==> src/rtl/sln_pkg.sv <==
// ----------------------------------------------------------------------------
// sln_pkg: shared definitions of the sample length normaliser
// Default widths and configuration register indexes used by the interfaces
// and the top level.
// ----------------------------------------------------------------------------
package sln_pkg;

  // Default widths of samples, lengths and position fraction.
  localparam int unsigned DefaultSampleBits = 16;
  localparam int unsigned DefaultLengthBits = 16;
  localparam int unsigned DefaultFracBits   = 16;

  // Configuration register indexes.
  localparam int unsigned CfgIdxBits = 1;
  localparam logic [CfgIdxBits-1:0] RegInLength  = 1'd0;
  localparam logic [CfgIdxBits-1:0] RegOutLength = 1'd1;

endpackage

==> src/rtl/sln_sample_if.sv <==
// ----------------------------------------------------------------------------
// sln_sample_if: input sample channel
// Valid/ready channel carrying one signed sample per word.
// ----------------------------------------------------------------------------
interface sln_sample_if
  import sln_pkg::*;
#(
  parameter int unsigned SAMPLE_BITS = DefaultSampleBits
);
  logic                          valid;
  logic                          ready;
  logic signed [SAMPLE_BITS-1:0] sample;

  modport source (output valid, output sample, input ready);
  modport sink   (input valid, input sample, output ready);
endinterface

==> src/rtl/sln_result_if.sv <==
// ----------------------------------------------------------------------------
// sln_result_if: normalised result channel
// Valid/ready channel carrying one normalised sample and its flags per word.
// ----------------------------------------------------------------------------
interface sln_result_if
  import sln_pkg::*;
#(
  parameter int unsigned SAMPLE_BITS = DefaultSampleBits,
  parameter int unsigned LENGTH_BITS = DefaultLengthBits
);
  logic                          valid;
  logic                          ready;
  logic        [LENGTH_BITS-1:0] out_index;
  logic signed [SAMPLE_BITS-1:0] value;
  logic                          inserted;
  logic                          last_of_run;

  modport source (output valid, output out_index, output value, output inserted,
                  output last_of_run, input ready);
  modport sink   (input valid, input out_index, input value, input inserted,
                  input last_of_run, output ready);
endinterface

==> src/rtl/sample_length_normalizer_top.sv <==
// ----------------------------------------------------------------------------
// sample_length_normalizer_top: record length normaliser
// Drops samples (shrink) or inserts floor averages (stretch) so that a record
// of in_length samples approaches out_length samples.
//
//   Channel   Direction  Word / access
//   in_i      sink       sample, accepted on valid && ready
//   res_o     source     out_index, value, inserted, last_of_run
//   cfg_*     write      cfg_we_i, cfg_idx_i, cfg_wdata_i, one register per edge
//
// Pass-through and shrink take one sample per cycle while the result port
// accepts; a stretched sample that gets an inserted average gives two words,
// which share the single result port. A sample waits in the input register
// until its words enter a two-word result queue. After every configuration
// write a restoring divider forms the interval (it is cleared when the two
// lengths match), and no sample is processed meanwhile. Reset is asynchronous
// and needs no clearing pass. A stalled result port stops processing once the
// queue is full.
// ----------------------------------------------------------------------------
module sample_length_normalizer_top
  import sln_pkg::*;
#(
  parameter int unsigned SAMPLE_BITS = DefaultSampleBits,
  parameter int unsigned LENGTH_BITS = DefaultLengthBits,
  parameter int unsigned FRAC_BITS   = DefaultFracBits
) (
  input  logic                   clk_i,
  input  logic                   rst_ni,
  input  logic                   cfg_we_i,
  input  logic [CfgIdxBits-1:0]  cfg_idx_i,
  input  logic [LENGTH_BITS-1:0] cfg_wdata_i,
  sln_sample_if.sink             in_i,
  sln_result_if.source           res_o
);

  localparam int unsigned PosBits = LENGTH_BITS + FRAC_BITS;
  localparam int unsigned CntBits = $clog2(PosBits + 1);
  localparam logic [PosBits-1:0] PosOne =
    {{(LENGTH_BITS-1){1'b0}}, 1'b1, {FRAC_BITS{1'b0}}};
  localparam logic [PosBits-1:0]     PosMax = '1;
  localparam logic [LENGTH_BITS-1:0] LenMax = '1;

  typedef struct packed {
    logic        [LENGTH_BITS-1:0] out_index;
    logic signed [SAMPLE_BITS-1:0] value;
    logic                          inserted;
    logic                          last_of_run;
  } res_t;

  // Configuration registers.
  logic [LENGTH_BITS-1:0] in_length_q, out_length_q;

  always_ff @(posedge clk_i or negedge rst_ni) begin
    if (!rst_ni) begin
      in_length_q  <= LENGTH_BITS'(1);
      out_length_q <= LENGTH_BITS'(1);
    end else if (cfg_we_i) begin
      case (cfg_idx_i)
        RegInLength:  in_length_q  <= cfg_wdata_i;
        RegOutLength: out_length_q <= cfg_wdata_i;
        default: begin
        end
      endcase
    end
  end

  // Effective input length and the length difference.
  logic [LENGTH_BITS-1:0] eff_len, len_diff;

  always_comb begin
    eff_len  = (in_length_q == '0) ? LENGTH_BITS'(1) : in_length_q;
    len_diff = (eff_len > out_length_q) ? (eff_len - out_length_q)
                                        : (out_length_q - eff_len);
  end

  // Restoring divider: interval = (eff_len << FRAC_BITS) / len_diff, one
  // quotient bit per cycle, restarted after every configuration write.
  logic                   div_start_q, div_busy_q;
  logic [CntBits-1:0]     div_cnt_q;
  logic [PosBits-1:0]     div_num_q, div_res_q;
  logic [LENGTH_BITS:0]   div_rem_q;
  logic [LENGTH_BITS-1:0] div_den_q;
  logic [LENGTH_BITS:0]   div_rem_sh, div_rem_d;
  logic                   div_ge, div_busy;

  assign div_busy = div_start_q | div_busy_q;

  always_comb begin
    div_rem_sh = {div_rem_q[LENGTH_BITS-1:0], div_num_q[PosBits-1]};
    div_ge     = div_rem_sh >= {1'b0, div_den_q};
    div_rem_d  = div_ge ? (div_rem_sh - {1'b0, div_den_q}) : div_rem_sh;
  end

  always_ff @(posedge clk_i or negedge rst_ni) begin
    if (!rst_ni) begin
      div_start_q <= 1'b0;
      div_busy_q  <= 1'b0;
      div_cnt_q   <= '0;
      div_res_q   <= '0;
    end else begin
      div_start_q <= cfg_we_i;
      if (div_start_q) begin
        if (len_diff == '0) begin
          div_res_q  <= '0;
          div_busy_q <= 1'b0;
        end else begin
          div_busy_q <= 1'b1;
          div_cnt_q  <= CntBits'(PosBits);
        end
      end else if (div_busy_q) begin
        div_cnt_q <= div_cnt_q - CntBits'(1);
        if (div_cnt_q == CntBits'(1)) begin
          div_busy_q <= 1'b0;
          div_res_q  <= {div_num_q[PosBits-2:0], div_ge};
        end
      end
    end
  end

  always_ff @(posedge clk_i) begin
    if (div_start_q) begin
      div_num_q <= {eff_len, {FRAC_BITS{1'b0}}};
      div_rem_q <= '0;
      div_den_q <= len_diff;
    end else if (div_busy_q) begin
      div_num_q <= {div_num_q[PosBits-2:0], div_ge};
      div_rem_q <= div_rem_d;
    end
  end

  // Input register.
  logic                          in_vld_q;
  logic signed [SAMPLE_BITS-1:0] in_smp_q;
  logic                          fire;

  assign in_i.ready = !in_vld_q || fire;

  always_ff @(posedge clk_i or negedge rst_ni) begin
    if (!rst_ni) begin
      in_vld_q <= 1'b0;
    end else if (in_i.ready) begin
      in_vld_q <= in_i.valid;
    end
  end

  always_ff @(posedge clk_i) begin
    if (in_i.ready && in_i.valid) begin
      in_smp_q <= in_i.sample;
    end
  end

  // Record state.
  logic        [LENGTH_BITS-1:0] in_count_q, out_count_q;
  logic        [PosBits-1:0]     next_pos_q, interval_q;
  logic signed [SAMPLE_BITS-1:0] prev_q;

  // Processing of the sample in the input register; a new record takes the
  // freshly computed interval, restarts the position at one and clears index and history.
  logic                          rec_start, mode_eq, mode_shrink, drop, ins;
  logic        [LENGTH_BITS-1:0] cnt_now, idx0, idx1, idx2, in_count_d;
  logic        [PosBits-1:0]     pos_now, ivl_now, pos_adv, next_pos_d;
  logic        [PosBits:0]       pos_sum;
  logic signed [SAMPLE_BITS-1:0] prev_now, avg;
  logic signed [SAMPLE_BITS:0]   smp_sum;
  logic        [LENGTH_BITS:0]   in_count_inc;
  logic        [1:0]             n_res;
  res_t                          r0, r1;

  always_comb begin
    rec_start   = (in_count_q == '0);
    pos_now     = rec_start ? PosOne : next_pos_q;
    ivl_now     = rec_start ? div_res_q : interval_q;
    cnt_now     = rec_start ? '0 : out_count_q;
    prev_now    = rec_start ? '0 : prev_q;
    mode_eq     = (eff_len == out_length_q);
    mode_shrink = (eff_len > out_length_q);
    drop        = (in_count_q == pos_now[PosBits-1:FRAC_BITS]);
    ins         = ({in_count_q, {FRAC_BITS{1'b0}}} >= pos_now);

    pos_sum = {1'b0, pos_now} + {1'b0, ivl_now};
    pos_adv = pos_sum[PosBits] ? PosMax : pos_sum[PosBits-1:0];

    smp_sum = {prev_now[SAMPLE_BITS-1], prev_now} + {in_smp_q[SAMPLE_BITS-1], in_smp_q};
    avg     = smp_sum[SAMPLE_BITS:1];

    idx0 = cnt_now;
    idx1 = (idx0 == LenMax) ? idx0 : idx0 + LENGTH_BITS'(1);
    idx2 = (idx1 == LenMax) ? idx1 : idx1 + LENGTH_BITS'(1);

    r0.out_index   = idx0;
    r0.value       = in_smp_q;
    r0.inserted    = 1'b0;
    r0.last_of_run = 1'b1;
    r1.out_index   = idx1;
    r1.value       = avg;
    r1.inserted    = 1'b1;
    r1.last_of_run = 1'b1;
    next_pos_d     = pos_now;

    if (mode_eq) begin
      n_res = 2'd1;
    end else if (mode_shrink) begin
      n_res = drop ? 2'd0 : 2'd1;
      if (drop) begin
        next_pos_d = pos_adv;
      end
    end else begin
      n_res          = ins ? 2'd2 : 2'd1;
      r0.last_of_run = !ins;
      if (ins) begin
        next_pos_d = pos_adv;
      end
    end

    in_count_inc = {1'b0, in_count_q} + (LENGTH_BITS + 1)'(1);
    in_count_d   = (in_count_inc >= {1'b0, eff_len}) ? '0 : in_count_inc[LENGTH_BITS-1:0];
  end

  always_ff @(posedge clk_i or negedge rst_ni) begin
    if (!rst_ni) begin
      in_count_q  <= '0;
      out_count_q <= '0;
      next_pos_q  <= PosOne;
      interval_q  <= '0;
      prev_q      <= '0;
    end else if (fire) begin
      in_count_q  <= in_count_d;
      out_count_q <= (n_res == 2'd2) ? idx2 : ((n_res == 2'd1) ? idx1 : idx0);
      next_pos_q  <= next_pos_d;
      interval_q  <= ivl_now;
      prev_q      <= in_smp_q;
    end
  end

  // Two-word result queue; slot 0 drives the result port.
  res_t       slot0_q, slot1_q, slot0_d, slot1_d;
  logic [1:0] res_cnt_q, res_cnt_d, rem_cnt, push_n;
  logic [2:0] need;
  logic       pop;

  assign pop         = res_o.valid && res_o.ready;
  assign rem_cnt     = res_cnt_q - {1'b0, pop};
  assign need        = {1'b0, rem_cnt} + {1'b0, n_res};
  assign fire        = in_vld_q && !div_busy && (need <= 3'd2);
  assign push_n      = fire ? n_res : 2'd0;

  always_comb begin
    slot0_d = slot0_q;
    slot1_d = slot1_q;
    if (pop) begin
      slot0_d = slot1_q;
    end
    if (push_n != 2'd0) begin
      if (rem_cnt == 2'd0) begin
        slot0_d = r0;
        slot1_d = r1;
      end else begin
        slot1_d = r0;
      end
    end
    res_cnt_d = rem_cnt + push_n;
  end

  always_ff @(posedge clk_i or negedge rst_ni) begin
    if (!rst_ni) begin
      res_cnt_q <= '0;
    end else begin
      res_cnt_q <= res_cnt_d;
    end
  end

  always_ff @(posedge clk_i) begin
    slot0_q <= slot0_d;
    slot1_q <= slot1_d;
  end

  assign res_o.valid       = (res_cnt_q != 2'd0);
  assign res_o.out_index   = slot0_q.out_index;
  assign res_o.value       = slot0_q.value;
  assign res_o.inserted    = slot0_q.inserted;
  assign res_o.last_of_run = slot0_q.last_of_run;

  // Assertions.
  a_queue_bound: assert property (@(posedge clk_i) disable iff (!rst_ni)
    res_cnt_q != 2'd3)
    else $error("result queue holds more than two words");

  a_no_fire_busy: assert property (@(posedge clk_i) disable iff (!rst_ni)
    fire |-> !div_busy)
    else $error("sample processed while the interval is being computed");

  a_cfg_starts_div: assert property (@(posedge clk_i) disable iff (!rst_ni)
    cfg_we_i |=> div_busy)
    else $error("configuration write did not restart the divider");

  a_inserted_last: assert property (@(posedge clk_i) disable iff (!rst_ni)
    (res_o.valid && res_o.inserted) |-> res_o.last_of_run)
    else $error("inserted average is not the last word of its sample");

endmodule
==> src/flat_wrapper.sv <==
// flat-port wrapper written by rule: the top's interface ports become plain ports
module sample_length_normalizer_top_flat import sln_pkg::*;
#(
  parameter int unsigned SAMPLE_BITS = DefaultSampleBits,
  parameter int unsigned LENGTH_BITS = DefaultLengthBits,
  parameter int unsigned FRAC_BITS   = DefaultFracBits
)
  (clk_i, rst_ni, cfg_we_i, cfg_idx_i, cfg_wdata_i, in_i_valid, in_i_sample, in_i_ready, res_o_valid, res_o_out_index, res_o_value, res_o_inserted, res_o_last_of_run, res_o_ready);
  sln_sample_if #(.SAMPLE_BITS(SAMPLE_BITS)) in_i_i ();
  sln_result_if #(.SAMPLE_BITS(SAMPLE_BITS), .LENGTH_BITS(LENGTH_BITS)) res_o_i ();
  input  logic clk_i;
  input  logic rst_ni;
  input  logic cfg_we_i;
  input  logic [CfgIdxBits-1:0] cfg_idx_i;
  input  logic [LENGTH_BITS-1:0] cfg_wdata_i;
  input wire logic [$bits(in_i_i.valid)-1:0] in_i_valid;
  input wire logic [$bits(in_i_i.sample)-1:0] in_i_sample;
  output wire logic [$bits(in_i_i.ready)-1:0] in_i_ready;
  output wire logic [$bits(res_o_i.valid)-1:0] res_o_valid;
  output wire logic [$bits(res_o_i.out_index)-1:0] res_o_out_index;
  output wire logic [$bits(res_o_i.value)-1:0] res_o_value;
  output wire logic [$bits(res_o_i.inserted)-1:0] res_o_inserted;
  output wire logic [$bits(res_o_i.last_of_run)-1:0] res_o_last_of_run;
  input wire logic [$bits(res_o_i.ready)-1:0] res_o_ready;
  assign in_i_i.valid = in_i_valid;
  assign in_i_i.sample = in_i_sample;
  assign in_i_ready = in_i_i.ready;
  assign res_o_valid = res_o_i.valid;
  assign res_o_out_index = res_o_i.out_index;
  assign res_o_value = res_o_i.value;
  assign res_o_inserted = res_o_i.inserted;
  assign res_o_last_of_run = res_o_i.last_of_run;
  assign res_o_i.ready = res_o_ready;
  sample_length_normalizer_top #(.SAMPLE_BITS(SAMPLE_BITS), .LENGTH_BITS(LENGTH_BITS), .FRAC_BITS(FRAC_BITS)) u_core (.clk_i(clk_i), .rst_ni(rst_ni), .cfg_we_i(cfg_we_i), .cfg_idx_i(cfg_idx_i), .cfg_wdata_i(cfg_wdata_i), .in_i(in_i_i), .res_o(res_o_i));
endmodule
==> config.mk <==
export PLATFORM = sky130hd
export DESIGN_NAME = sample_length_normalizer_top_flat
export DESIGN_NICKNAME = d
export VERILOG_FILES = /design/src/rtl/sln_pkg.sv /design/src/rtl/sln_sample_if.sv /design/src/rtl/sln_result_if.sv /design/src/rtl/sample_length_normalizer_top.sv /design/src/flat_wrapper.sv
export SDC_FILE = /design/constraint.sdc
export NUM_CORES = 1
export LEC_CHECK = 0
export BUFFER_PORTS_ARGS = -buffer_cell sky130_fd_sc_hd__buf_4
export CORE_MARGIN = 2
export CORE_UTILIZATION = 70
export CTS_BUF_LIST = sky130_fd_sc_hd__clkbuf_2 sky130_fd_sc_hd__clkbuf_4 sky130_fd_sc_hd__clkbuf_8
export CTS_CLUSTER_DIAMETER = 80
export DETAILED_ROUTE_END_ITERATION = 7
export PLACE_DENSITY = 0.9
export SYNTH_ARGS = -nofsm -noshare
export SYNTH_HDL_FRONTEND = slang
export SYNTH_SLANG_ARGS = --single-unit
export TNS_END_PERCENT = 30
==> constraint.sdc <==
create_clock -name clk_i -period 8.6 [get_ports clk_i]
set_input_delay 0.43 -clock clk_i [delete_from_list [all_inputs] [get_ports clk_i]]
set_output_delay 0.43 -clock clk_i [all_outputs]
set_load 0.05 [all_outputs]
==> impl_metrics.tcl <==
set metrics [dict create \
    synthArstFlopShare 0.558 \
    cts_sinks 335 \
    fp.coreArea_um2 29700 \
    synthesis.area_um2 21200 \
    switching_share 0.454 \
    clock.fmax_ghz 0.135 \
    finalSetupViolations 0 \
    grtUsageTotal 0.367 \
    ys_seq_area_frac 0.399 \
    grt_max_degree 108 \
    htreeDepth 2 \
    row_count 63 \
    wirelength_um 57600 \
    status "finished, final reports clean" \
    cpMostUsedCell "o21ai_0" \
    ant_nets 0 \
    total_leakage_power_uw 0.0110 \
    pwr-share-seq 0.314 \
    r2r_end "u_core.res_o.value[11]" \
    grt_pass1_vias 17900 \
    die_height_um 178 \
    reg2regPathDepth 21 \
    initial_core_util 0.713 \
    rrSetupSlack_ns 1.20 \
    synth.top_cell.area_share 0.217 \
    cts_buffers 55 \
    drv_slew 0 \
    grt.overflow.total 0 \
    place_ws_ns 1.51 \
    grt_first_pass_wirelength_um 92600 \
    hp-start "in_i_valid" \
    power.switching_uw 3590 \
    synth_edf_count 82 \
    ys_seq_elements 335 \
    powerDensity_nw_per_um2 340 \
    path_clk_slew_ns 0.07 \
    internal_power_uw 4330 \
    drive_gt1_frac 0.105 \
    die_area_um2 31700 \
    worstPathArrival_ns 7.83 \
    required_ns 9.03 \
    syn_nets 2622 \
    area_growth_pct 9.86 \
    synth-main-ff-cell "dfrtp_1" \
    dp_hpwl_um 40300 \
    critPathKind "reg2reg" \
    die_x_um 178 \
    dr_total_vias 18800 \
    setup_tns_ns 0 \
    yosys_warnings 0 \
    drt-vias-per-instance 6.47 \
    maxCapViolations 0 \
    hold_viol 0 \
    regToRegStartpoint "u_core.in_count_q[0]" \
    tightest_slew_ns 1.16 \
    ios 74 \
    cts_tree "yes" \
    hold_end "u_core.in_vld_q" \
    critical-path-top-delay-family "simple AND/OR/NAND/NOR gates" \
    cp_max_fo 65 \
    grt_antenna_before_repair 0 \
    synthTopCellsByArea "dfrtp_1 22%, edfxtp_1 12%, nand2_1 8.4%" \
    fin_area_um2 23300 \
    path_cells "inv_1, ha_1, nor4b_1, nand4_1, buf_4, nand2_1, ha_1, o21ai_0, o21ai_0, o211ai_1, a21oi_1, nor2_1, a211oi_2, inv_1, fa_1, nand2b_1, nand3_1, nor2_4, nand2_1, nor2_4, o21ai_0" \
    syn_avg_cell_area_um2 8.67 \
    post-route-period-util 0.860 \
    nFillCells 1962 \
    clk_latency_ns 0.63 \
    globalplace.congestion 1.01 \
    hold_class "in2reg" \
    clk_path_buf_depth 3 \
    wl_per_cell_um 19.8 \
    clkPwrFrac 0.202 \
    hold_path_depth 2 \
    slew_headroom 0.225 \
    ys_types 92 \
    post-route-drc-count 0 \
    netlist_instances 2444 \
    port_buffers 73 \
    ir_drop_mv 0.257 \
    fin_crit_ns 7.40 \
    root_buffer "clkbuf_8" \
    finClkSkew_ns 0.0365 \
    pwr-share-comb 0.484 \
    yosys.area.top_type "dfrtp_1" \
    crit_path_start_kind "flip-flop" \
    path_buf_inv 3 \
    drt_iter0_markers 1970 \
    max_stage_delay_ns 0.97 \
    cp_slowest_cell "nor2_4" \
    place_area_um2 21800 \
    fin_ws_ns 1.20 \
    dr.pass1.iters 6 \
    endpoint_kind "flip-flop" \
    final_nets 2649 \
    rsz0062_at_grt "false" \
]
metrics by stage:
step	total power, uW	cells	utilization	hold WS, ns
2_1_floorplan	5170	2444	-	0.134
3_3_place_gp	6040	2786	0.735	0.444
3_5_place_dp	6190	2786	0.735	0.454
4_1_cts	7810	2907	0.783	0.00307
5_1_grt	8410	2908	0.784	0.00833
6_report	7920	2909	0.784	0.0293
worst max-delay path by stage:
stage                                end  slack, ns  cells after the start                  start
2_1_floorplan         u_core.in_smp_q[0]       2.87                     26   u_core.in_count_q[0]
5_1_grt           u_core.res_o.value[11]       0.63                     21   u_core.in_count_q[0]
3_3_place_gp       u_core.res_o.value[6]       1.81                     21  u_core.in_length_q[9]
3_5_place_dp   u_core.res_o.out_index[2]       1.51                     20   u_core.in_count_q[0]
4_1_cts           u_core.res_o.value[11]       1.39                     21   u_core.in_count_q[0]
6_report          u_core.res_o.value[11]       1.20                     21   u_core.in_count_q[0]
per-layer routing:
layer	vias up	global-route usage	routed length, um	part of all wire
met2	953	0.570	25900	0.45
met3	176	0.0654	4950	0.086
met1	9027	0.507	24400	0.42
met5	-	0	0	0
met4	0	0.156	2230	0.039
li1	8664	-	-	-
power by group through the flow:
stage / registers, uW / logic, uW / clock network (uW)
4_1_cts: 2470 / 3740 / 1600
6_report: 2490 / 3830 / 1600
5_1_grt: 2530 / 4190 / 1680
3_5_place_dp: 2490 / 3700 / 0
2_1_floorplan: 2660 / 2510 / 0
3_3_place_gp: 2470 / 3570 / 0
placed cells by master (no fill, tap or decap), drive strengths merged, types with 66 or more instances in the layout:
cell type,instances
nand2,475
o21ai,188
dfrtp,184
nor2,151
ha,134
inv,124
a21oi,122
buf,95
mux2i,93
edfxtp,82
clkbuf,75
dfxtp,66
sequential cells by signal, summed over array words and instances (netlist names):
signal	count
u_core.in_count_q	16
u_core.next_pos_q	32
u_core.div_num_q	32
u_core.res_o.out_index	16
u_core.out_length_q	16
u_core.interval_q	32
u_core.res_o.inserted	1
u_core.div_den_q	16
u_core.slot1_q	34
u_core.div_start_q	1
u_core.div_rem_q	16
u_core.res_o.value	16
u_core.out_count_q	16
u_core.in_length_q	16
u_core.res_cnt_q	2
u_core.div_cnt_q	6
u_core.prev_q	16
u_core.in_vld_q	1
u_core.div_res_q	32
u_core.div_busy_q	1
u_core.res_o.last_of_run	1
u_core.in_smp_q	16
cell families (layout without fill, tap and decap cells):
| family | Yosys count | after routing | share of synthesized area |
|---|---|---|---|
| simple gates | 962 | 962 | 0.212 |
| mux | 113 | 113 | 0.0545 |
| other cells | 0 | 1 | 0 |
| xor+xnor | 89 | 89 | 0.0368 |
| fa+ha+maj | 140 | 140 | 0.0847 |
| buf+inv | 261 | 335 | 0.0502 |
| compound gates | 544 | 544 | 0.163 |
| flops | 335 | 335 | 0.399 |
layout make-up:
class | count | area (um2) | area share
clock buffer | 74 | 962 | 0.0413
inverter | 117 | 439 | 0.0189
sequential | 335 | 8470 | 0.364
timing repair buffer | 114 | 907 | 0.0389
tap | 390 | 488 | 0.0210
antenna | 1 | 2.50 | 0.000107
multi-input combinational | 1848 | 11700 | 0.503
clock inverter | 30 | 308 | 0.0132
synthesized netlist by cell type (40+ instances only):
master    number
edfxtp_1      82
mux2i_1       93
ha_1         134
a21oi_1      121
xnor2_1       54
dfrtp_1      184
nand2_1      475
nor2_1       151
nor3_1        40
clkbuf_1      95
o21ai_0      176
inv_1        116
and2_1        47
nand3_1       59
dfxtp_1       66
what timing repair did:
| action | 4_1_cts | 5_1_grt |
|---|---|---|
| hold endpoints to repair | 44 | 1 |
| buffers inserted | 0 | 0 |
| resized for setup | 0 | 0 |
| hold buffers | 17 | 1 |
(Power assumes the default switching activity.)
